`src/rtl/ack_retransmit_tracker_macros.svh`:
```
// ----------------------------------------------------------------------------
// Assertion macros for the acknowledgement tracker
// Concurrent checks clocked on clock and disabled during reset.
// ----------------------------------------------------------------------------
`ifndef ACK_RETRANSMIT_TRACKER_MACROS_SVH
`define ACK_RETRANSMIT_TRACKER_MACROS_SVH

// The expression holds at every clock edge out of reset.
`define ART_ASSERT_ALWAYS(label, expr, msg) \
   label: assert property (@(posedge clock) disable iff (reset) (expr)) else $error(msg);

// When the antecedent holds, the consequent holds in the next cycle.
`define ART_ASSERT_NEXT(label, ante, cons, msg) \
   label: assert property (@(posedge clock) disable iff (reset) (ante) |=> (cons)) \
      else $error(msg);

`endif

```
`src/rtl/art_pkg.sv`:
```
// ----------------------------------------------------------------------------
// art_pkg
// Shared types and constants of the acknowledgement tracker.
// ----------------------------------------------------------------------------
`default_nettype none

package art_pkg;

   localparam int TABLE_DEPTH = 8;
   localparam int IDX_W = (TABLE_DEPTH > 1) ? $clog2(TABLE_DEPTH) : 1;
   localparam int CNT_W = $clog2(TABLE_DEPTH + 1);
   localparam logic [CNT_W-1:0] DEPTH_CNT = CNT_W'(TABLE_DEPTH);

   localparam int CSR_ADDR_W = 2;
   localparam int CSR_DATA_W = 16;

   localparam logic [CSR_ADDR_W-1:0] CSR_TIMEOUT = 2'd0;
   localparam logic [CSR_ADDR_W-1:0] CSR_RETRY   = 2'd1;
   localparam logic [CSR_ADDR_W-1:0] CSR_ACK     = 2'd2;
   localparam logic [CSR_ADDR_W-1:0] CSR_NAK     = 2'd3;

   localparam logic [15:0] TIMEOUT_RESET = 16'd1000;
   localparam logic [3:0]  RETRY_RESET   = 4'd3;
   localparam logic [7:0]  ACK_RESET     = 8'd128;
   localparam logic [7:0]  NAK_RESET     = 8'd129;

   localparam logic [1:0] FUNC_SEND = 2'd0;
   localparam logic [1:0] FUNC_RECV = 2'd1;
   localparam logic [1:0] FUNC_POLL = 2'd2;

   typedef enum logic [2:0] {
      KIND_SEND = 3'd0,
      KIND_RECV = 3'd1,
      KIND_RETX = 3'd2,
      KIND_DROP = 3'd3,
      KIND_POLL = 3'd4
   } kind_type;

   typedef struct packed {
      logic [15:0] expiry_ms;
      logic [3:0]  retry_limit;
      logic [7:0]  ack_code;
      logic [7:0]  nak_code;
   } cfg_type;

   typedef struct packed {
      logic [7:0]  command;
      logic [7:0]  seq_num;
      logic [3:0]  retries;
      logic [31:0] sent_time;
   } entry_type;

   localparam int ENTRY_W = $bits(entry_type);

   typedef struct packed {
      logic             we;
      logic [IDX_W-1:0] waddr;
      entry_type        wdata;
      logic             re;
      logic [IDX_W-1:0] raddr;
   } ram_cmd_type;

endpackage

`default_nettype wire

```
`src/rtl/art_ifs.sv`:
```
// ----------------------------------------------------------------------------
// Tracker channels
// Request, response and register write channels with valid and ready.
// ----------------------------------------------------------------------------
`default_nettype none

interface art_req_if;
   logic        valid;
   logic        ready;
   logic [1:0]  func;
   logic [7:0]  cmd_code;
   logic [7:0]  rx_seq;
   logic [31:0] now_ms;

   modport source (output valid, func, cmd_code, rx_seq, now_ms, input ready);
   modport sink   (input valid, func, cmd_code, rx_seq, now_ms, output ready);
endinterface

interface art_rsp_if;
   logic       valid;
   logic       ready;
   logic [2:0] kind;
   logic [7:0] seq_out;
   logic [7:0] cmd_out;
   logic [3:0] retry_out;
   logic       flag;
   logic [3:0] pending_now;
   logic       last;

   modport source (output valid, kind, seq_out, cmd_out, retry_out, flag, pending_now,
                   last, input ready);
   modport sink   (input valid, kind, seq_out, cmd_out, retry_out, flag, pending_now,
                   last, output ready);
endinterface

interface art_csr_if;
   logic                             valid;
   logic                             ready;
   logic [art_pkg::CSR_ADDR_W-1:0]   addr;
   logic [art_pkg::CSR_DATA_W-1:0]   data;

   modport source (output valid, addr, data, input ready);
   modport sink   (input valid, addr, data, output ready);
endinterface

`default_nettype wire

```
`src/rtl/art_ram.sv`:
```
// ----------------------------------------------------------------------------
// art_ram
// Generic single write port, single read port RAM with registered read data.
// ----------------------------------------------------------------------------
`default_nettype none

module art_ram #(
   parameter int WIDTH = 8,
   parameter int DEPTH = 8
) (
   input  wire logic                                       clock,
   input  wire logic                                       we,
   input  wire logic [((DEPTH > 1) ? $clog2(DEPTH) : 1)-1:0] waddr,
   input  wire logic [WIDTH-1:0]                           wdata,
   input  wire logic                                       re,
   input  wire logic [((DEPTH > 1) ? $clog2(DEPTH) : 1)-1:0] raddr,
   output logic      [WIDTH-1:0]                           rdata
);

   logic [WIDTH-1:0] mem_ff [DEPTH];
   logic [WIDTH-1:0] rdata_ff;

   always_ff @(posedge clock) begin
      if (we) begin
         mem_ff[waddr] <= wdata;
      end
      if (re) begin
         rdata_ff <= mem_ff[raddr];
      end
   end

   assign rdata = rdata_ff;

endmodule

`default_nettype wire

```
`src/rtl/art_csr.sv`:
```
// ----------------------------------------------------------------------------
// art_csr
// Configuration registers: timeout, retry limit, ack and nak codes.
// ----------------------------------------------------------------------------
`default_nettype none

module art_csr (
   input  wire logic        clock,
   input  wire logic        reset,
   art_csr_if.sink          csr_chan,
   output art_pkg::cfg_type cfg
);
   import art_pkg::*;

   cfg_type cfg_ff;

   always_ff @(posedge clock) begin
      if (reset) begin
         cfg_ff.expiry_ms   <= TIMEOUT_RESET;
         cfg_ff.retry_limit <= RETRY_RESET;
         cfg_ff.ack_code    <= ACK_RESET;
         cfg_ff.nak_code    <= NAK_RESET;
      end else if (csr_chan.valid && csr_chan.ready) begin
         unique case (csr_chan.addr)
            CSR_TIMEOUT: cfg_ff.expiry_ms   <= csr_chan.data;
            CSR_RETRY:   cfg_ff.retry_limit <= csr_chan.data[3:0];
            CSR_ACK:     cfg_ff.ack_code    <= csr_chan.data[7:0];
            CSR_NAK:     cfg_ff.nak_code    <= csr_chan.data[7:0];
         endcase
      end
   end

   assign csr_chan.ready = 1'b1;
   assign cfg = cfg_ff;

endmodule

`default_nettype wire

```
`src/rtl/art_ctrl.sv`:
```
// ----------------------------------------------------------------------------
// art_ctrl
// Sequencer that reads, updates and compacts the pending table in the RAM.
// ----------------------------------------------------------------------------
`default_nettype none
`include "ack_retransmit_tracker_macros.svh"

module art_ctrl (
   input  wire logic                        clock,
   input  wire logic                        reset,
   input  wire art_pkg::cfg_type            cfg,
   art_req_if.sink                          req_chan,
   art_rsp_if.source                        rsp_chan,
   output art_pkg::ram_cmd_type             ram_cmd,
   input  wire logic [art_pkg::ENTRY_W-1:0] ram_rdata
);
   import art_pkg::*;

   typedef enum logic [2:0] {
      ST_IDLE,
      ST_SEARCH,
      ST_SHIFT,
      ST_COUNT,
      ST_WALK,
      ST_DONE
   } state_type;

   state_type        state_ff, state_in;
   logic [CNT_W-1:0] count_ff, count_in;
   logic [7:0]       next_seq_ff, next_seq_in;
   logic [CNT_W-1:0] idx_ff, idx_in;
   logic [CNT_W-1:0] keep_ff, keep_in;
   logic [CNT_W-1:0] surv_ff, surv_in;
   logic             matched_ff, matched_in;
   logic [7:0]       rseq_ff, rseq_in;
   logic [31:0]      now_ff, now_in;
   kind_type         done_kind_ff, done_kind_in;

   logic             rsp_valid_ff, rsp_valid_in;
   kind_type         rsp_kind_ff, rsp_kind_in;
   logic [7:0]       rsp_seq_ff, rsp_seq_in;
   logic [7:0]       rsp_cmd_ff, rsp_cmd_in;
   logic [3:0]       rsp_retry_ff, rsp_retry_in;
   logic             rsp_flag_ff, rsp_flag_in;
   logic [3:0]       rsp_pending_ff, rsp_pending_in;
   logic             rsp_last_ff, rsp_last_in;

   entry_type        rd_entry;
   logic [31:0]      elapsed;
   logic             expired;
   logic             drop;
   logic             out_free;
   logic             req_accept;
   logic [CNT_W-1:0] next_idx;
   logic [CNT_W-1:0] prev_idx;
   logic [CNT_W-1:0] keep_next;
   logic             more;
   logic             stored;
   logic             walk_end;
   logic             emit;
   kind_type         res_kind;
   logic [7:0]       res_seq;
   logic [7:0]       res_cmd;
   logic [3:0]       res_retry;
   logic             res_flag;
   logic [CNT_W-1:0] res_pending;
   logic             res_last;

   assign rd_entry   = entry_type'(ram_rdata);
   assign elapsed    = now_ff - rd_entry.sent_time;
   assign expired    = elapsed > {16'd0, cfg.expiry_ms};
   assign drop       = expired && (rd_entry.retries >= cfg.retry_limit);
   assign out_free   = !rsp_valid_ff || rsp_chan.ready;
   assign req_accept = req_chan.valid && req_chan.ready;
   assign next_idx   = idx_ff + 1'b1;
   assign prev_idx   = idx_ff - 1'b1;
   assign more       = next_idx < count_ff;
   assign stored     = count_ff < DEPTH_CNT;

   always_comb begin
      state_in     = state_ff;
      count_in     = count_ff;
      next_seq_in  = next_seq_ff;
      idx_in       = idx_ff;
      keep_in      = keep_ff;
      surv_in      = surv_ff;
      matched_in   = matched_ff;
      rseq_in      = rseq_ff;
      now_in       = now_ff;
      done_kind_in = done_kind_ff;
      keep_next    = keep_ff;
      walk_end     = 1'b0;
      ram_cmd      = '0;
      emit         = 1'b0;
      res_kind     = KIND_POLL;
      res_seq      = 8'd0;
      res_cmd      = 8'd0;
      res_retry    = 4'd0;
      res_flag     = 1'b0;
      res_pending  = count_ff;
      res_last     = 1'b0;

      unique case (state_ff)
         ST_IDLE: begin
            if (req_accept) begin
               rseq_in = req_chan.rx_seq;
               now_in  = req_chan.now_ms;
               if (req_chan.func == FUNC_SEND) begin
                  next_seq_in = next_seq_ff + 8'd1;
                  if (stored) begin
                     ram_cmd.we                = 1'b1;
                     ram_cmd.waddr             = count_ff[IDX_W-1:0];
                     ram_cmd.wdata.command     = req_chan.cmd_code;
                     ram_cmd.wdata.seq_num     = next_seq_ff;
                     ram_cmd.wdata.retries     = 4'd0;
                     ram_cmd.wdata.sent_time   = req_chan.now_ms;
                     count_in                  = count_ff + 1'b1;
                  end
                  emit        = 1'b1;
                  res_kind    = KIND_SEND;
                  res_seq     = next_seq_ff;
                  res_flag    = stored;
                  res_pending = count_in;
                  res_last    = 1'b1;
               end else if (req_chan.func == FUNC_RECV) begin
                  if ((req_chan.cmd_code == cfg.ack_code || req_chan.cmd_code == cfg.nak_code)
                      && count_ff != '0) begin
                     ram_cmd.re   = 1'b1;
                     ram_cmd.raddr = '0;
                     idx_in       = '0;
                     matched_in   = 1'b0;
                     done_kind_in = KIND_RECV;
                     state_in     = ST_SEARCH;
                  end else begin
                     emit     = 1'b1;
                     res_kind = KIND_RECV;
                     res_seq  = req_chan.rx_seq;
                     res_last = 1'b1;
                  end
               end else if (req_chan.func == FUNC_POLL) begin
                  if (count_ff != '0) begin
                     ram_cmd.re    = 1'b1;
                     ram_cmd.raddr = '0;
                     idx_in        = '0;
                     surv_in       = '0;
                     done_kind_in  = KIND_POLL;
                     state_in      = ST_COUNT;
                  end else begin
                     emit     = 1'b1;
                     res_kind = KIND_POLL;
                     res_last = 1'b1;
                  end
               end
            end
         end

         ST_SEARCH: begin
            if (rd_entry.seq_num == rseq_ff) begin
               matched_in = 1'b1;
               if (more) begin
                  ram_cmd.re    = 1'b1;
                  ram_cmd.raddr = next_idx[IDX_W-1:0];
                  idx_in        = next_idx;
                  state_in      = ST_SHIFT;
               end else begin
                  count_in = count_ff - 1'b1;
                  state_in = ST_DONE;
               end
            end else if (more) begin
               ram_cmd.re    = 1'b1;
               ram_cmd.raddr = next_idx[IDX_W-1:0];
               idx_in        = next_idx;
            end else begin
               state_in = ST_DONE;
            end
         end

         ST_SHIFT: begin
            ram_cmd.we    = 1'b1;
            ram_cmd.waddr = prev_idx[IDX_W-1:0];
            ram_cmd.wdata = rd_entry;
            if (more) begin
               ram_cmd.re    = 1'b1;
               ram_cmd.raddr = next_idx[IDX_W-1:0];
               idx_in        = next_idx;
            end else begin
               count_in = count_ff - 1'b1;
               state_in = ST_DONE;
            end
         end

         ST_COUNT: begin
            if (!drop) begin
               surv_in = surv_ff + 1'b1;
            end
            ram_cmd.re = 1'b1;
            if (more) begin
               ram_cmd.raddr = next_idx[IDX_W-1:0];
               idx_in        = next_idx;
            end else begin
               ram_cmd.raddr = '0;
               idx_in        = '0;
               keep_in       = '0;
               state_in      = ST_WALK;
            end
         end

         ST_WALK: begin
            if (!expired || out_free) begin
               if (expired && !drop) begin
                  ram_cmd.we                = 1'b1;
                  ram_cmd.waddr             = keep_ff[IDX_W-1:0];
                  ram_cmd.wdata.command     = rd_entry.command;
                  ram_cmd.wdata.seq_num     = rd_entry.seq_num;
                  ram_cmd.wdata.retries     = rd_entry.retries + 4'd1;
                  ram_cmd.wdata.sent_time   = now_ff;
                  keep_next                 = keep_ff + 1'b1;
                  emit                      = 1'b1;
                  res_kind                  = KIND_RETX;
                  res_seq                   = rd_entry.seq_num;
                  res_cmd                   = rd_entry.command;
                  res_retry                 = rd_entry.retries + 4'd1;
                  res_pending               = surv_ff;
               end else if (expired) begin
                  emit        = 1'b1;
                  res_kind    = KIND_DROP;
                  res_seq     = rd_entry.seq_num;
                  res_cmd     = rd_entry.command;
                  res_retry   = rd_entry.retries;
                  res_pending = surv_ff;
               end else begin
                  ram_cmd.we    = 1'b1;
                  ram_cmd.waddr = keep_ff[IDX_W-1:0];
                  ram_cmd.wdata = rd_entry;
                  keep_next     = keep_ff + 1'b1;
               end
               keep_in = keep_next;
               if (more) begin
                  ram_cmd.re    = 1'b1;
                  ram_cmd.raddr = next_idx[IDX_W-1:0];
                  idx_in        = next_idx;
               end else begin
                  walk_end = 1'b1;
                  count_in = keep_next;
                  state_in = ST_DONE;
               end
            end
         end

         ST_DONE: begin
            if (out_free) begin
               emit     = 1'b1;
               res_kind = done_kind_ff;
               if (done_kind_ff == KIND_RECV) begin
                  res_seq  = rseq_ff;
                  res_flag = matched_ff;
               end
               res_last = 1'b1;
               state_in = ST_IDLE;
            end
         end

         default: begin
            state_in = ST_IDLE;
         end
      endcase

      rsp_valid_in   = rsp_valid_ff && !rsp_chan.ready;
      rsp_kind_in    = rsp_kind_ff;
      rsp_seq_in     = rsp_seq_ff;
      rsp_cmd_in     = rsp_cmd_ff;
      rsp_retry_in   = rsp_retry_ff;
      rsp_flag_in    = rsp_flag_ff;
      rsp_pending_in = rsp_pending_ff;
      rsp_last_in    = rsp_last_ff;
      if (emit) begin
         rsp_valid_in   = 1'b1;
         rsp_kind_in    = res_kind;
         rsp_seq_in     = res_seq;
         rsp_cmd_in     = res_cmd;
         rsp_retry_in   = res_retry;
         rsp_flag_in    = res_flag;
         rsp_pending_in = 4'(res_pending);
         rsp_last_in    = res_last;
      end
   end

   always_ff @(posedge clock) begin
      if (reset) begin
         state_ff     <= ST_IDLE;
         count_ff     <= '0;
         next_seq_ff  <= 8'd0;
         rsp_valid_ff <= 1'b0;
      end else begin
         state_ff     <= state_in;
         count_ff     <= count_in;
         next_seq_ff  <= next_seq_in;
         rsp_valid_ff <= rsp_valid_in;
      end
      idx_ff         <= idx_in;
      keep_ff        <= keep_in;
      surv_ff        <= surv_in;
      matched_ff     <= matched_in;
      rseq_ff        <= rseq_in;
      now_ff         <= now_in;
      done_kind_ff   <= done_kind_in;
      rsp_kind_ff    <= rsp_kind_in;
      rsp_seq_ff     <= rsp_seq_in;
      rsp_cmd_ff     <= rsp_cmd_in;
      rsp_retry_ff   <= rsp_retry_in;
      rsp_flag_ff    <= rsp_flag_in;
      rsp_pending_ff <= rsp_pending_in;
      rsp_last_ff    <= rsp_last_in;
   end

   assign req_chan.ready       = (state_ff == ST_IDLE) && out_free;
   assign rsp_chan.valid       = rsp_valid_ff;
   assign rsp_chan.kind        = rsp_kind_ff;
   assign rsp_chan.seq_out     = rsp_seq_ff;
   assign rsp_chan.cmd_out     = rsp_cmd_ff;
   assign rsp_chan.retry_out   = rsp_retry_ff;
   assign rsp_chan.flag        = rsp_flag_ff;
   assign rsp_chan.pending_now = rsp_pending_ff;
   assign rsp_chan.last        = rsp_last_ff;

   `ART_ASSERT_ALWAYS(a_count_range, count_ff <= DEPTH_CNT, "Pending count exceeds the table.")
   `ART_ASSERT_ALWAYS(a_keep_behind, state_ff != ST_WALK || keep_ff <= idx_ff, "Compaction overtook the read.")
   `ART_ASSERT_ALWAYS(a_walk_survivors, !walk_end || keep_next == surv_ff, "Poll kept a different number of entries than counted.")
   `ART_ASSERT_NEXT(a_last_to_idle, emit && res_last, state_ff == ST_IDLE, "Final response did not end the request.")
   `ART_ASSERT_ALWAYS(a_emit_free, !emit || out_free, "Response register overwritten while held.")

endmodule

`default_nettype wire

```
`src/rtl/ack_retransmit_tracker.sv`:
```
// ----------------------------------------------------------------------------
// ack_retransmit_tracker
// Ordered table of commands awaiting acknowledgement, with retransmission.
// ----------------------------------------------------------------------------
//
//   Channel    Direction  Contents
//   req_chan   in         func, cmd_code, rx_seq, now_ms
//   rsp_chan   out        kind, seq_out, cmd_out, retry_out, flag, pending_now, last
//   csr_chan   in         addr (0 timeout, 1 retry limit, 2 ack, 3 nak), data
//
// A send, a poll of an empty table, and a frame that is not an ack or nak or that
// finds the table empty are answered from idle. An ack or nak frame reads every
// pending entry, matched or not; a poll reads the table twice, to count and then
// to walk it, since the RAM has a single read port. A response held by a stalled
// sink blocks new requests and holds a walk at its next response until it is taken.
// Reset clears the count, the sequence number and the response valid, returns to
// idle and loads the default configuration; the table RAM is not cleared, since
// only entries below the count are ever read.
//
`default_nettype none

module ack_retransmit_tracker (
   input  wire logic clock,
   input  wire logic reset,
   art_req_if.sink   req_chan,
   art_rsp_if.source rsp_chan,
   art_csr_if.sink   csr_chan
);
   import art_pkg::*;

   cfg_type             cfg;
   ram_cmd_type         ram_cmd;
   logic [ENTRY_W-1:0]  ram_rdata;

   art_csr u_csr (
      .clock    (clock),
      .reset    (reset),
      .csr_chan (csr_chan),
      .cfg      (cfg)
   );

   art_ctrl u_ctrl (
      .clock     (clock),
      .reset     (reset),
      .cfg       (cfg),
      .req_chan  (req_chan),
      .rsp_chan  (rsp_chan),
      .ram_cmd   (ram_cmd),
      .ram_rdata (ram_rdata)
   );

   art_ram #(
      .WIDTH (ENTRY_W),
      .DEPTH (TABLE_DEPTH)
   ) u_table (
      .clock (clock),
      .we    (ram_cmd.we),
      .waddr (ram_cmd.waddr),
      .wdata (ram_cmd.wdata),
      .re    (ram_cmd.re),
      .raddr (ram_cmd.raddr),
      .rdata (ram_rdata)
   );

endmodule

`default_nettype wire
```
`src/flat_wrapper.sv`:
```
// flat-port wrapper written by rule: the top's interface ports become plain ports
module ack_retransmit_tracker_flat import art_pkg::*;
  (clock, reset, req_chan_valid, req_chan_func, req_chan_cmd_code, req_chan_rx_seq, req_chan_now_ms, req_chan_ready, rsp_chan_valid, rsp_chan_kind, rsp_chan_seq_out, rsp_chan_cmd_out, rsp_chan_retry_out, rsp_chan_flag, rsp_chan_pending_now, rsp_chan_last, rsp_chan_ready, csr_chan_valid, csr_chan_addr, csr_chan_data, csr_chan_ready);
  art_req_if req_chan_i ();
  art_rsp_if rsp_chan_i ();
  art_csr_if csr_chan_i ();
  input  wire logic clock;
  input  wire logic reset;
  input wire logic [$bits(req_chan_i.valid)-1:0] req_chan_valid;
  input wire logic [$bits(req_chan_i.func)-1:0] req_chan_func;
  input wire logic [$bits(req_chan_i.cmd_code)-1:0] req_chan_cmd_code;
  input wire logic [$bits(req_chan_i.rx_seq)-1:0] req_chan_rx_seq;
  input wire logic [$bits(req_chan_i.now_ms)-1:0] req_chan_now_ms;
  output wire logic [$bits(req_chan_i.ready)-1:0] req_chan_ready;
  output wire logic [$bits(rsp_chan_i.valid)-1:0] rsp_chan_valid;
  output wire logic [$bits(rsp_chan_i.kind)-1:0] rsp_chan_kind;
  output wire logic [$bits(rsp_chan_i.seq_out)-1:0] rsp_chan_seq_out;
  output wire logic [$bits(rsp_chan_i.cmd_out)-1:0] rsp_chan_cmd_out;
  output wire logic [$bits(rsp_chan_i.retry_out)-1:0] rsp_chan_retry_out;
  output wire logic [$bits(rsp_chan_i.flag)-1:0] rsp_chan_flag;
  output wire logic [$bits(rsp_chan_i.pending_now)-1:0] rsp_chan_pending_now;
  output wire logic [$bits(rsp_chan_i.last)-1:0] rsp_chan_last;
  input wire logic [$bits(rsp_chan_i.ready)-1:0] rsp_chan_ready;
  input wire logic [$bits(csr_chan_i.valid)-1:0] csr_chan_valid;
  input wire logic [$bits(csr_chan_i.addr)-1:0] csr_chan_addr;
  input wire logic [$bits(csr_chan_i.data)-1:0] csr_chan_data;
  output wire logic [$bits(csr_chan_i.ready)-1:0] csr_chan_ready;
  assign req_chan_i.valid = req_chan_valid;
  assign req_chan_i.func = req_chan_func;
  assign req_chan_i.cmd_code = req_chan_cmd_code;
  assign req_chan_i.rx_seq = req_chan_rx_seq;
  assign req_chan_i.now_ms = req_chan_now_ms;
  assign req_chan_ready = req_chan_i.ready;
  assign rsp_chan_valid = rsp_chan_i.valid;
  assign rsp_chan_kind = rsp_chan_i.kind;
  assign rsp_chan_seq_out = rsp_chan_i.seq_out;
  assign rsp_chan_cmd_out = rsp_chan_i.cmd_out;
  assign rsp_chan_retry_out = rsp_chan_i.retry_out;
  assign rsp_chan_flag = rsp_chan_i.flag;
  assign rsp_chan_pending_now = rsp_chan_i.pending_now;
  assign rsp_chan_last = rsp_chan_i.last;
  assign rsp_chan_i.ready = rsp_chan_ready;
  assign csr_chan_i.valid = csr_chan_valid;
  assign csr_chan_i.addr = csr_chan_addr;
  assign csr_chan_i.data = csr_chan_data;
  assign csr_chan_ready = csr_chan_i.ready;
  ack_retransmit_tracker u_core (.clock(clock), .reset(reset), .req_chan(req_chan_i), .rsp_chan(rsp_chan_i), .csr_chan(csr_chan_i));
endmodule
```
`config.mk`:
```
export PLATFORM = sky130hd
export DESIGN_NAME = ack_retransmit_tracker_flat
export DESIGN_NICKNAME = d
export VERILOG_FILES = /design/src/rtl/art_pkg.sv /design/src/rtl/art_ifs.sv /design/src/rtl/art_ram.sv /design/src/rtl/art_csr.sv /design/src/rtl/art_ctrl.sv /design/src/rtl/ack_retransmit_tracker.sv /design/src/flat_wrapper.sv
export VERILOG_INCLUDE_DIRS = /design/src /design/src/rtl
export SDC_FILE = /design/constraint.sdc
export NUM_CORES = 1
export LEC_CHECK = 0
export BUFFER_PORTS_ARGS = -buffer_cell sky130_fd_sc_hd__buf_2
export CORE_ASPECT_RATIO = 2
export CORE_MARGIN = 5
export CORE_UTILIZATION = 42
export CTS_CLUSTER_DIAMETER = 60
export DETAILED_ROUTE_END_ITERATION = 16
export GPL_TIMING_DRIVEN = 0
export HOLD_SLACK_MARGIN = 0.12
export PLACE_DENSITY_LB_ADDON = 0.2
export SETUP_SLACK_MARGIN = 0.1
export SYNTH_ARGS = -nofsm -noshare
export SYNTH_HDL_FRONTEND = slang
export SYNTH_SLANG_ARGS = --single-unit
```
`constraint.sdc`:
```
create_clock -name clock -period 13.95 [get_ports clock]
set_clock_uncertainty 0.1 [all_clocks]
set_input_delay 2.79 -clock clock [delete_from_list [all_inputs] [get_ports clock]]
set_output_delay 2.79 -clock clock [all_outputs]
set_load 0.01 [all_outputs]
```
Yosys cells after proc, flatten, opt, wreduce, memory -nomap -nowiden
Memories as Yosys holds them, arrays and structs flattened. A register that Yosys moved wholly into a read port is not among the register bits.
Index checks and enable logic that the tools add are counted.
{"block": "totals", "register_bits": 137, "latch_bits": 0, "ramBits": 416, "mem_bits_ro": 0, "in_bits": 73, "output_inout_bits": 32, "word_cells": 219, "n_memories": 1}
{"name": "u_core.u_table.mem_ff", "depth": 8, "width": 52, "read_ports": 1, "rd_ports_with_merged_regs": 1, "wr": 1, "line": "art_ram.sv:20", "source": "logic [WIDTH-1:0] mem_ff [DEPTH];"}
{"block": "op_classes", "addsub": 9, "mul": 0, "n_div": 0, "n_lt_le_gt_ge": 4, "n_eq_ne": 31, "shift": 0, "n_mux": 112, "bitwise": 1, "reduce_logical": 39}
{"cell": "56-bit two-way mux", "n": 4}
{"cell": "56-bit case mux with 3 select lines", "n": 1}
{"cell": "4-bit two-way mux", "n": 35}
{"cell": "60-bit two-way mux", "n": 2}
{"cell": "8-bit two-way mux", "n": 11}
{"cell": "3-bit two-way mux", "n": 24}
{"cell": "4-bit case mux with 4 select lines", "n": 3}
{"cell": "32-bit by 16-bit > comparator with 1-bit output", "n": 1}
{"cell": "32-bit subtractor", "n": 1}
{"cell": "2-bit inequality test, second input constant", "n": 13}
{"cell": "8-bit equality test", "n": 3}
{"cell": "4-bit case mux with 2 select lines", "n": 3}
{"cell": "8-bit case mux with 3 select lines", "n": 1}
{"cell": "1-bit two-way mux", "n": 22}
{"cell": "4-bit by 1-bit adder with 4-bit output, second input constant", "n": 5}
{"cell": "3-bit case mux with 6 select lines", "n": 1}
{"cell": "7-bit AND reduction", "n": 2}
{"cell": "2-bit AND reduction", "n": 6}
{"cell": "6-bit AND reduction", "n": 2}
{"cell": "4-bit nonzero test", "n": 3}
{"cell": "2-bit nonzero test", "n": 5}
{"cell": "3-bit inequality test, second input constant", "n": 3}
{"cell": "3-bit case mux with 3 select lines", "n": 1}
{"cell": "8-bit by 1-bit adder with 8-bit output, second input constant", "n": 1}
{"cell": "other kinds (23)", "n": 43}

Logic depth before layout (Yosys ltp)
Gate-level depths: netlist of the first run.
{"block": "depth", "ltp_word": 10, "depth_mapped": 28, "mapped_depth_nobuf": 24}

Modules after synthesis
Synthesis of the first run repeated with hierarchy kept, for this count alone.
{"block": "unflattened", "hier_cells": 1839, "area_unflattened_um2": 27535.2}
{"mod": "art_ram", "instances": 1, "cells_each": 667, "area_each_um2": 17265.3, "seq_area_each_um2": 14053.5}
{"mod": "art_ctrl", "instances": 1, "cells_each": 1026, "area_each_um2": 8754.6, "seq_area_each_um2": 2842.7}
{"mod": "art_csr", "instances": 1, "cells_each": 146, "area_each_um2": 1515.2, "seq_area_each_um2": 720.7}

Worst setup path before layout of the first run
No wires, ideal clock.
{"block": "synth_timing", "path_type": "input-to-reg", "from": "in rsp_chan_ready", "to": "mem u_core.u_table.mem_ff[6][0] (netlist name), enable pin", "setup_time_ns": 0.591, "t_arrival_ns": 10.355, "slack_ns": 2.904, "cell_stages": 10, "n_path_buf": 0, "cell_sequence": "nor2b_1 > nor3_1 > nand2_1 > inv_1 > nand2_1 > nor2_1 > nand2_1 > o21ai_0 > o22ai_1 > nor4_1"}
{"block": "synth_between", "elab_chain_cells": 7, "elab_cells_between_ends": 9, "cone_classes": "mux (5); reduce/logical (4)"}
{"element": "start: declaration", "line": "flat_wrapper.sv:23", "source": "input wire logic [$bits(rsp_chan_i.ready)-1:0] rsp_chan_ready;"}
{"element": "1-bit logical OR (*)", "line": "art_ctrl.sv:73", "source": "assign out_free = !rsp_valid_ff || rsp_chan.ready;"}
{"element": "1-bit logical AND (*)", "line": "art_ctrl.sv:316", "source": "assign req_chan.ready = (state_ff == ST_IDLE) && out_free;"}
{"element": "via req_chan_ready", "line": "flat_wrapper.sv:14", "source": "output wire logic [$bits(req_chan_i.ready)-1:0] req_chan_ready;"}
{"element": "1-bit logical AND (*)", "line": "art_ctrl.sv:74", "source": "assign req_accept = req_chan.valid && req_chan.ready;"}
{"element": "60-bit two-way mux (*)", "line": "art_ctrl.sv:105", "source": "if (req_accept) begin"}
{"element": "56-bit case mux with 3 select lines (*)", "line": "art_ctrl.sv:103", "source": "unique case (state_ff)"}
{"element": "1-bit two-way mux", "line": "art_ram.sv:24", "source": "if (we) begin"}
{"element": "1-bit two-way mux (implied by the code)", "line": "art_ram.sv:25", "source": "mem_ff[waddr] <= wdata;"}
{"element": "end: declaration", "line": "art_ram.sv:20"}
The timed path passes the listed nets; every way through them passes the cells marked *.

Final worst setup path of the first run
{"block": "layout_timing", "from": "reg u_core.u_table.rdata_ff[1], in the netlist u_core.u_table.rdata[1], read port of u_core.u_table.mem_ff", "to": "mem u_core.u_table.mem_ff[5][3] (netlist name), enable pin"}
{"block": "layout_between", "elab_chain_cells": 10, "elab_cells_between_ends": 13, "cone_classes": "add/sub (1); order compare (1); mux (6); reduce/logical (5)"}
{"element": "start: declaration", "line": "art_ram.sv:21", "source": "logic [WIDTH-1:0] rdata_ff;"}
{"element": "32-bit subtractor (*)", "line": "art_ctrl.sv:70", "source": "assign elapsed = now_ff - rd_entry.sent_time;"}
{"element": "32-bit by 16-bit > comparator with 1-bit output (*)", "line": "art_ctrl.sv:71", "source": "assign expired = elapsed > {16'd0, cfg.expiry_ms};"}
{"element": "1-bit logical AND", "line": "art_ctrl.sv:72", "source": "assign drop = expired && (rd_entry.retries >= cfg.retry_limit);"}
{"element": "1-bit zero test", "line": "art_ctrl.sv:210", "source": "if (expired && !drop) begin"}
{"element": "1-bit logical AND", "line": "art_ctrl.sv:210"}
{"element": "56-bit two-way mux", "line": "art_ctrl.sv:210"}
{"element": "60-bit two-way mux (*)", "line": "art_ctrl.sv:209", "source": "if (!expired || out_free) begin"}
{"element": "56-bit case mux with 3 select lines (*)", "line": "art_ctrl.sv:103"}
{"element": "1-bit two-way mux", "line": "art_ram.sv:24"}
{"element": "1-bit two-way mux (implied by the code)", "line": "art_ram.sv:25"}
Mark *: on every way between the ends. The rest lies on a longest branch, timed or not.

==> results of run 1 <==
-- sequential cells by signal (all words and copies together) (netlist names), 2 cells and up --
name / cells
u_core.u_csr.cfg: 36
u_core.u_ctrl.next_seq_ff: 8
u_core.u_ctrl.surv_ff: 4
u_core.u_ctrl.rsp_chan.seq_out: 8
u_core.u_ctrl.rseq_ff: 8
u_core.u_ctrl.count_ff: 4
u_core.u_table.mem_ff: 416
u_core.u_ctrl.rsp_chan.cmd_out: 8
u_core.u_ctrl.keep_ff: 4
u_core.u_ctrl.idx_ff: 4
u_core.u_ctrl.rsp_chan.pending_now: 4
u_core.u_ctrl.rsp_chan.retry_out: 4
u_core.u_ctrl.state_ff: 3
u_core.u_table.rdata: 52
u_core.u_ctrl.done_kind_ff: 2
u_core.u_ctrl.now_ff: 32
u_core.u_ctrl.rsp_chan.kind: 3
-- layout make-up --
| class | count | area (sq um) | area share, % |
|---|---|---|---|
| clock buffers | 63 | 1364 | 4.268 |
| plain buffers | 145 | 624.3 | 1.954 |
| repair buffers | 149 | 1062 | 3.324 |
| multi-input cells | 1357 | 9569 | 29.95 |
| well taps | 884 | 1106 | 3.461 |
| clock inverters | 33 | 304.0 | 0.9515 |
| flip-flops and latches | 604 | 17620 | 55.13 |
| inverters | 82 | 307.8 | 0.9632 |
-- worst min-delay path: stages, from the launching register on --
cell     delay (ns)
dfxtp_1        0.31
nand2_1        0.05
a21oi_1        0.05
-- where the power goes --
part           leakage (uW)  total (uW)  internal [uW]  switching [uW]
logic               0.00498        3610           1110            2500
registers           0.00556        2610           2460             148
clock network      0.000803        1460            762             699
total                0.0113        7680           4330            3350
-- layer usage --
layer | track usage [%] | up-vias
li1 | - | 8947
met1 | 25.46 | 10050
met2 | 46.33 | 894
met3 | 2.657 | 293
met4 | 17.25 | 2
met5 | 0 | -
-- cell families (layout without fill, tap and decap cells) --
kind of cell	after synthesis	after routing	synth area share (%)
AOI/OAI and AO/OA	597	597	14.76
and+or+nand+nor	464	464	7.959
other	1	1	0.01337
adders and majority gates	68	68	3.060
muxes	165	165	6.130
DFF	604	604	62.82
xor gates and xnor gates	62	62	1.936
buffers and inverters	227	472	3.324
-- metrics by stage --
stage | total power [uW] | util (%) | instance area (sq um)
5_1_grt | 8006 | 48.01 | 31950
3_5_place_dp | 6213 | 45.50 | 30290
2_1_floorplan | 4814 | - | 28050
6_report | 7681 | 48.01 | 31950
3_3_place_gp | 6132 | 44.57 | 29670
4_1_cts | 7671 | 48.01 | 31950
-- path summary, 6_finish.rpt --
| kind | from | endpoint | slack [ns] | depth (start not counted) |
|---|---|---|---|---|
| hold reg to reg | u_core.u_csr.cfg[32] | u_core.u_csr.cfg[32] | 0.36 | 2 |
| setup reg to reg | u_core.u_table.rdata[1] | u_core.u_table.mem_ff[5][3] | 5.08 | 30 |
| hold / removal | u_core.u_csr.cfg[32] | u_core.u_csr.cfg[32] | 0.36 | 2 |
| setup / recovery | u_core.u_table.rdata[1] | u_core.u_table.mem_ff[5][3] | 5.08 | 30 |
-- cell usage in the layout (no fill, tap or decap), types with 11 or more instances in the layout --
cell	instances
o21a_1	13
mux2i_1	111
xnor2_1	21
buf_2	125
ha_1	67
nand2_1	147
xor2_1	41
nand4_1	21
o22ai_1	64
a22o_1	16
clkbuf_16	53
and3_1	15
o211ai_1	12
dfxtp_1	52
o21ai_0	70
a22oi_1	34
o32ai_1	105
inv_1	80
buf_6	30
edfxtp_1	552
nor3_1	67
nor2_1	100
a21o_1	19
and2_1	17
mux2_2	54
clkbuf_1	114
buf_4	19
a21oi_1	141
a31oi_1	36
nand3_1	23
nor4_1	11
==> impl_metrics.tcl, run 1 <==
set metrics [dict create \
    status "complete, but fails checks" \
    violations "max-capacitance violations, max-slew violations" \
    clockBufferDepth 3 \
    num_antenna_cells 0 \
    finalWorstSetupSlack_ns 5.080 \
    wire_per_inst_um 27.82 \
    cts_tree "yes" \
    area_growth_syn_to_layout_pct 13.94 \
    crit_type "reg2reg" \
    finalWirelength_mm 92.27 \
    insertion_delay_ns 0.63 \
    dp_hpwl_mm 69.44 \
    syn_avg_cell_area_sq_um 12.82 \
    die_h_um 375.4 \
    synth_area_sq_um 28050 \
    arrival_ns 9.10 \
    instances_no_fill 3317 \
    synth_cell_types 84 \
    drive_gt1_share_pct 14.63 \
    die_x_um 192.7 \
    dpl_worst_slack_ns 5.309 \
    power_density_nw_per_um2 240.4 \
    worst_slew_pin_slew_ns 1.528 \
    netlist_top_cells_area "edfxtp_1 59%, mux2i_1 4.0%, dfxtp_1 3.7%" \
    gp_congestion 0.9668 \
    critical_path_buf_inv_count 8 \
    grt_pass1_vias 20650 \
    initial_core_util_pct 42.14 \
    hold_violations 0 \
    crit_family "simple AND/OR/NAND/NOR gates" \
    port_buffers 103 \
    hold-worst-slack_ns 0.3612 \
    clkTransAtPathRegs_ns 0.08 \
    clock.fmax_mhz 112.7 \
    period_needed_ns 8.870 \
    gr-total-overflow 0 \
    ys_top_cells_by_count "552 x edfxtp_1, 147 x nand2_1, 141 x a21oi_1, 111 x mux2i_1, 105 x o32ai_1" \
    met2_length_mm 49.10 \
    synth_edf_count 552 \
    cap_violations 1 \
    cts_setup_buffers 0 \
    met3_length_mm 4.572 \
    rsz0062_at_grt "no" \
    synthArstFlopShare_pct 0 \
    numPlacedInstances 3221 \
    row_count 134 \
    crit_fanout 10 \
    wl_met1_mm 30.74 \
    io_pins 105 \
    antenna_left 0 \
    setup_tns_ns 0 \
    final_max_slew_viol_count 11 \
    ys.warnings.count 0 \
    drc 0 \
    grt_max_degree 35 \
    die-area_sq_um 72360 \
    synth_top_area_share_pct 59.10 \
    period_share_pct 63.58 \
    antenna_found_initial 1 \
    cp-end-kind "flop" \
    netlist_instances 2188 \
    setup_viol 0 \
    vias 20190 \
    seq_area_frac_synth_pct 62.82 \
    hold_class "reg2reg" \
    crit_required_ns 14.18 \
    slowest_delay_ns 0.83 \
    ys_ff_latch 604 \
    top_layer "met5" \
    grt_first_pass_wirelength_mm 132.6 \
    first_iter_violations 1798 \
    synthFlopType "edfxtp_1" \
    drtPass1Iterations 6 \
    yosys.area.top_type "edfxtp_1" \
    yosysMostFrequentCell "edfxtp_1" \
    clock-root-buffer "clkbuf_16" \
    slew_headroom_pct -2.192 \
    syn-num-nets 2329 \
    cts_buffers 53 \
    num-nets-final 2533 \
    postCtsHoldBufs 0 \
    leakage_uw 0.01134 \
    critPathSlowestCell "nor3_2" \
    coreArea_sq_um 66560 \
    fillers 5967 \
    cp-start-kind "flop" \
    cts.sinks 604 \
    ir_drop_mv 0.1298 \
    ctsHtreeMaxLevel 2 \
    viasPerCell 6.086 \
    cts_resized 0 \
    grtUsageTotal_pct 24.91 \
]
Power figures use the tool's default switching activity.
==> inputs of run 2 (changes only) <==
==> constraint.sdc (replaced) <==
create_clock -name clock -period 8.7 [get_ports clock]
set_clock_uncertainty 0.1 [all_clocks]
set_input_delay 1.74 -clock clock [delete_from_list [all_inputs] [get_ports clock]]
set_output_delay 1.74 -clock clock [all_outputs]
set_load 0.01 [all_outputs]
==> impl_metrics.tcl, run 2 (synthesis results as in run 1) <==
set metrics [dict create \
    arrival_ns 8.43 \
    grt_pass1_vias 20700 \
    vias 20050 \
    final_cell_mix "552 x edfxtp_1, 147 x nand2_1, 141 x a21oi_1, 125 x buf_2" \
    slowest_delay_ns 0.48 \
    die_h_um 375.4 \
    die_x_um 192.7 \
    clkTransAtPathRegs_ns 0.07 \
    postCtsHoldBufs 0 \
    hold_class "reg2reg" \
    wire_per_inst_um 27.42 \
    dp_hpwl_mm 68.69 \
    first_iter_violations 1766 \
    placed_cell_area_sq_um 30340 \
    final_max_slew_viol_count 0 \
    grtUsageTotal_pct 24.61 \
    viasPerCell 6.025 \
    slew_headroom_pct 7.136 \
    critPathSlowestCell "edfxtp_1" \
    multi_input_area_sq_um 9603 \
    power_density_nw_per_um2 386.4 \
    largest_reg_flops 416 \
    pwr-share-seq_pct 33.6 \
    clock.fmax_mhz 122.0 \
    coreArea_sq_um 66560 \
    insertion_delay_ns 0.63 \
    regMostFlops "u_core.u_table.mem_ff" \
    cp-end-kind "flop" \
    gr-total-overflow 0 \
    grt_first_pass_wirelength_mm 132.0 \
    num_antenna_cells 0 \
    period_needed_ns 8.197 \
    antenna_found_initial 0 \
    setup_viol 0 \
    cts_tree "yes" \
    utilization_pct 48.49 \
    rsz0062_at_grt "no" \
    die-area_sq_um 72360 \
    finalWirelength_mm 91.23 \
    gp_congestion 0.9836 \
    crit_type "reg2reg" \
    drive_gt1_share_pct 15.19 \
    crit_fanout 10 \
    cts_buffers 54 \
    switching_share_pct 43.02 \
    p_sw_uw 5365 \
    port_buffers 103 \
    p_clk_share_pct 19.8 \
    ctsHtreeMaxLevel 2 \
    clock-root-buffer "clkbuf_16" \
    drtPass1Iterations 6 \
    final_cell_area_sq_um 32280 \
    leakage_uw 0.01150 \
    worst_slew_pin_slew_ns 1.378 \
    crit_required_ns 8.93 \
    drc 0 \
    initial_core_util_pct 42.14 \
    grt_max_degree 44 \
    cp-start-kind "flop" \
    hold_violations 0 \
    ff_latch_area_sq_um 17620 \
    row_count 134 \
    area_growth_syn_to_layout_pct 15.08 \
    cts.sinks 604 \
    status "finished clean" \
    setup_tns_ns 0 \
    num-nets-final 2540 \
    combPwrFrac_pct 46.6 \
    fillers 5916 \
    cap_violations 0 \
    io_pins 105 \
    final_common_cell "edfxtp_1" \
    ir_drop_mv 0.1893 \
    clockBufferDepth 3 \
    period_share_pct 94.22 \
    antenna_left 0 \
    p_int_uw 7106 \
]
## run 2: through the flow
step | hold WS (ns) | worst slack [ns] | power (uW) | instances
global placement | 0.3533 | -6.280 | 9803 | 3175
finish | 0.3624 | 0.5025 | 12470 | 3327
floorplan | 0.3363 | -0.3212 | 7716 | 2188
global route | 0.3846 | 0.2353 | 13000 | 3327
CTS | 0.3649 | 0.2018 | 12460 | 3314
detailed placement | 0.3542 | 0.2288 | 9981 | 3214
## run 2: final cells by class
cell class	count	share of cell area, %
multi-input cells	1357	29.75
inverters	82	0.9536
repair buffers	155	3.737
clock inverters	37	1.252
well taps	884	3.427
flip-flops and latches	604	54.58
plain buffers	145	1.938
clock buffers	63	4.357
## run 2: final timing paths
path / start / endpoint / slack, ns / depth (start not counted)
worst max register to register: u_core.u_table.rdata[3] / u_core.u_table.mem_ff[1][6] / 0.50 / 30
worst min register to register: u_core.u_csr.cfg[30] / u_core.u_csr.cfg[30] / 0.36 / 2
worst min-delay path: u_core.u_csr.cfg[30] / u_core.u_csr.cfg[30] / 0.36 / 2
worst max-delay path: u_core.u_table.rdata[3] / u_core.u_table.mem_ff[1][6] / 0.50 / 30
## run 2: repair_timing
action	CTS	global route
endpoints found under the setup margin	0	128
buffers inserted	0	13
gates resized for setup	0	6
## run 2: metal layers
layer  track usage, %  routed length, um  part of all wire, %
met5                0                  0                    0
met4            16.56               7402                  8.1
met3            2.313               4439                  4.9
met2            45.47              48630                   53
met1            25.86              30760                   34
## run 2: power by group through the flow
| stage | logic, uW | registers (uW) | clock network (uW) |
|---|---|---|---|
| 2_1_floorplan | 3520 | 4190 | 0 |
| 3_3_place_gp | 5510 | 4290 | 0 |
| 3_5_place_dp | 5740 | 4240 | 0 |
| 4_1_cts | 5770 | 4180 | 2520 |
| 5_1_grt | 6170 | 4210 | 2620 |
| 6_report | 5810 | 4190 | 2470 |
## run 2: critical path: cells and delay by family (launching register included)
kind,cells,cell delay (ns)
compound gates,11,2.56
xor+xnor,1,0.25
fa+ha+maj,3,0.87
buf+inv,8,1.72
flops,1,0.48
simple gates,7,1.89
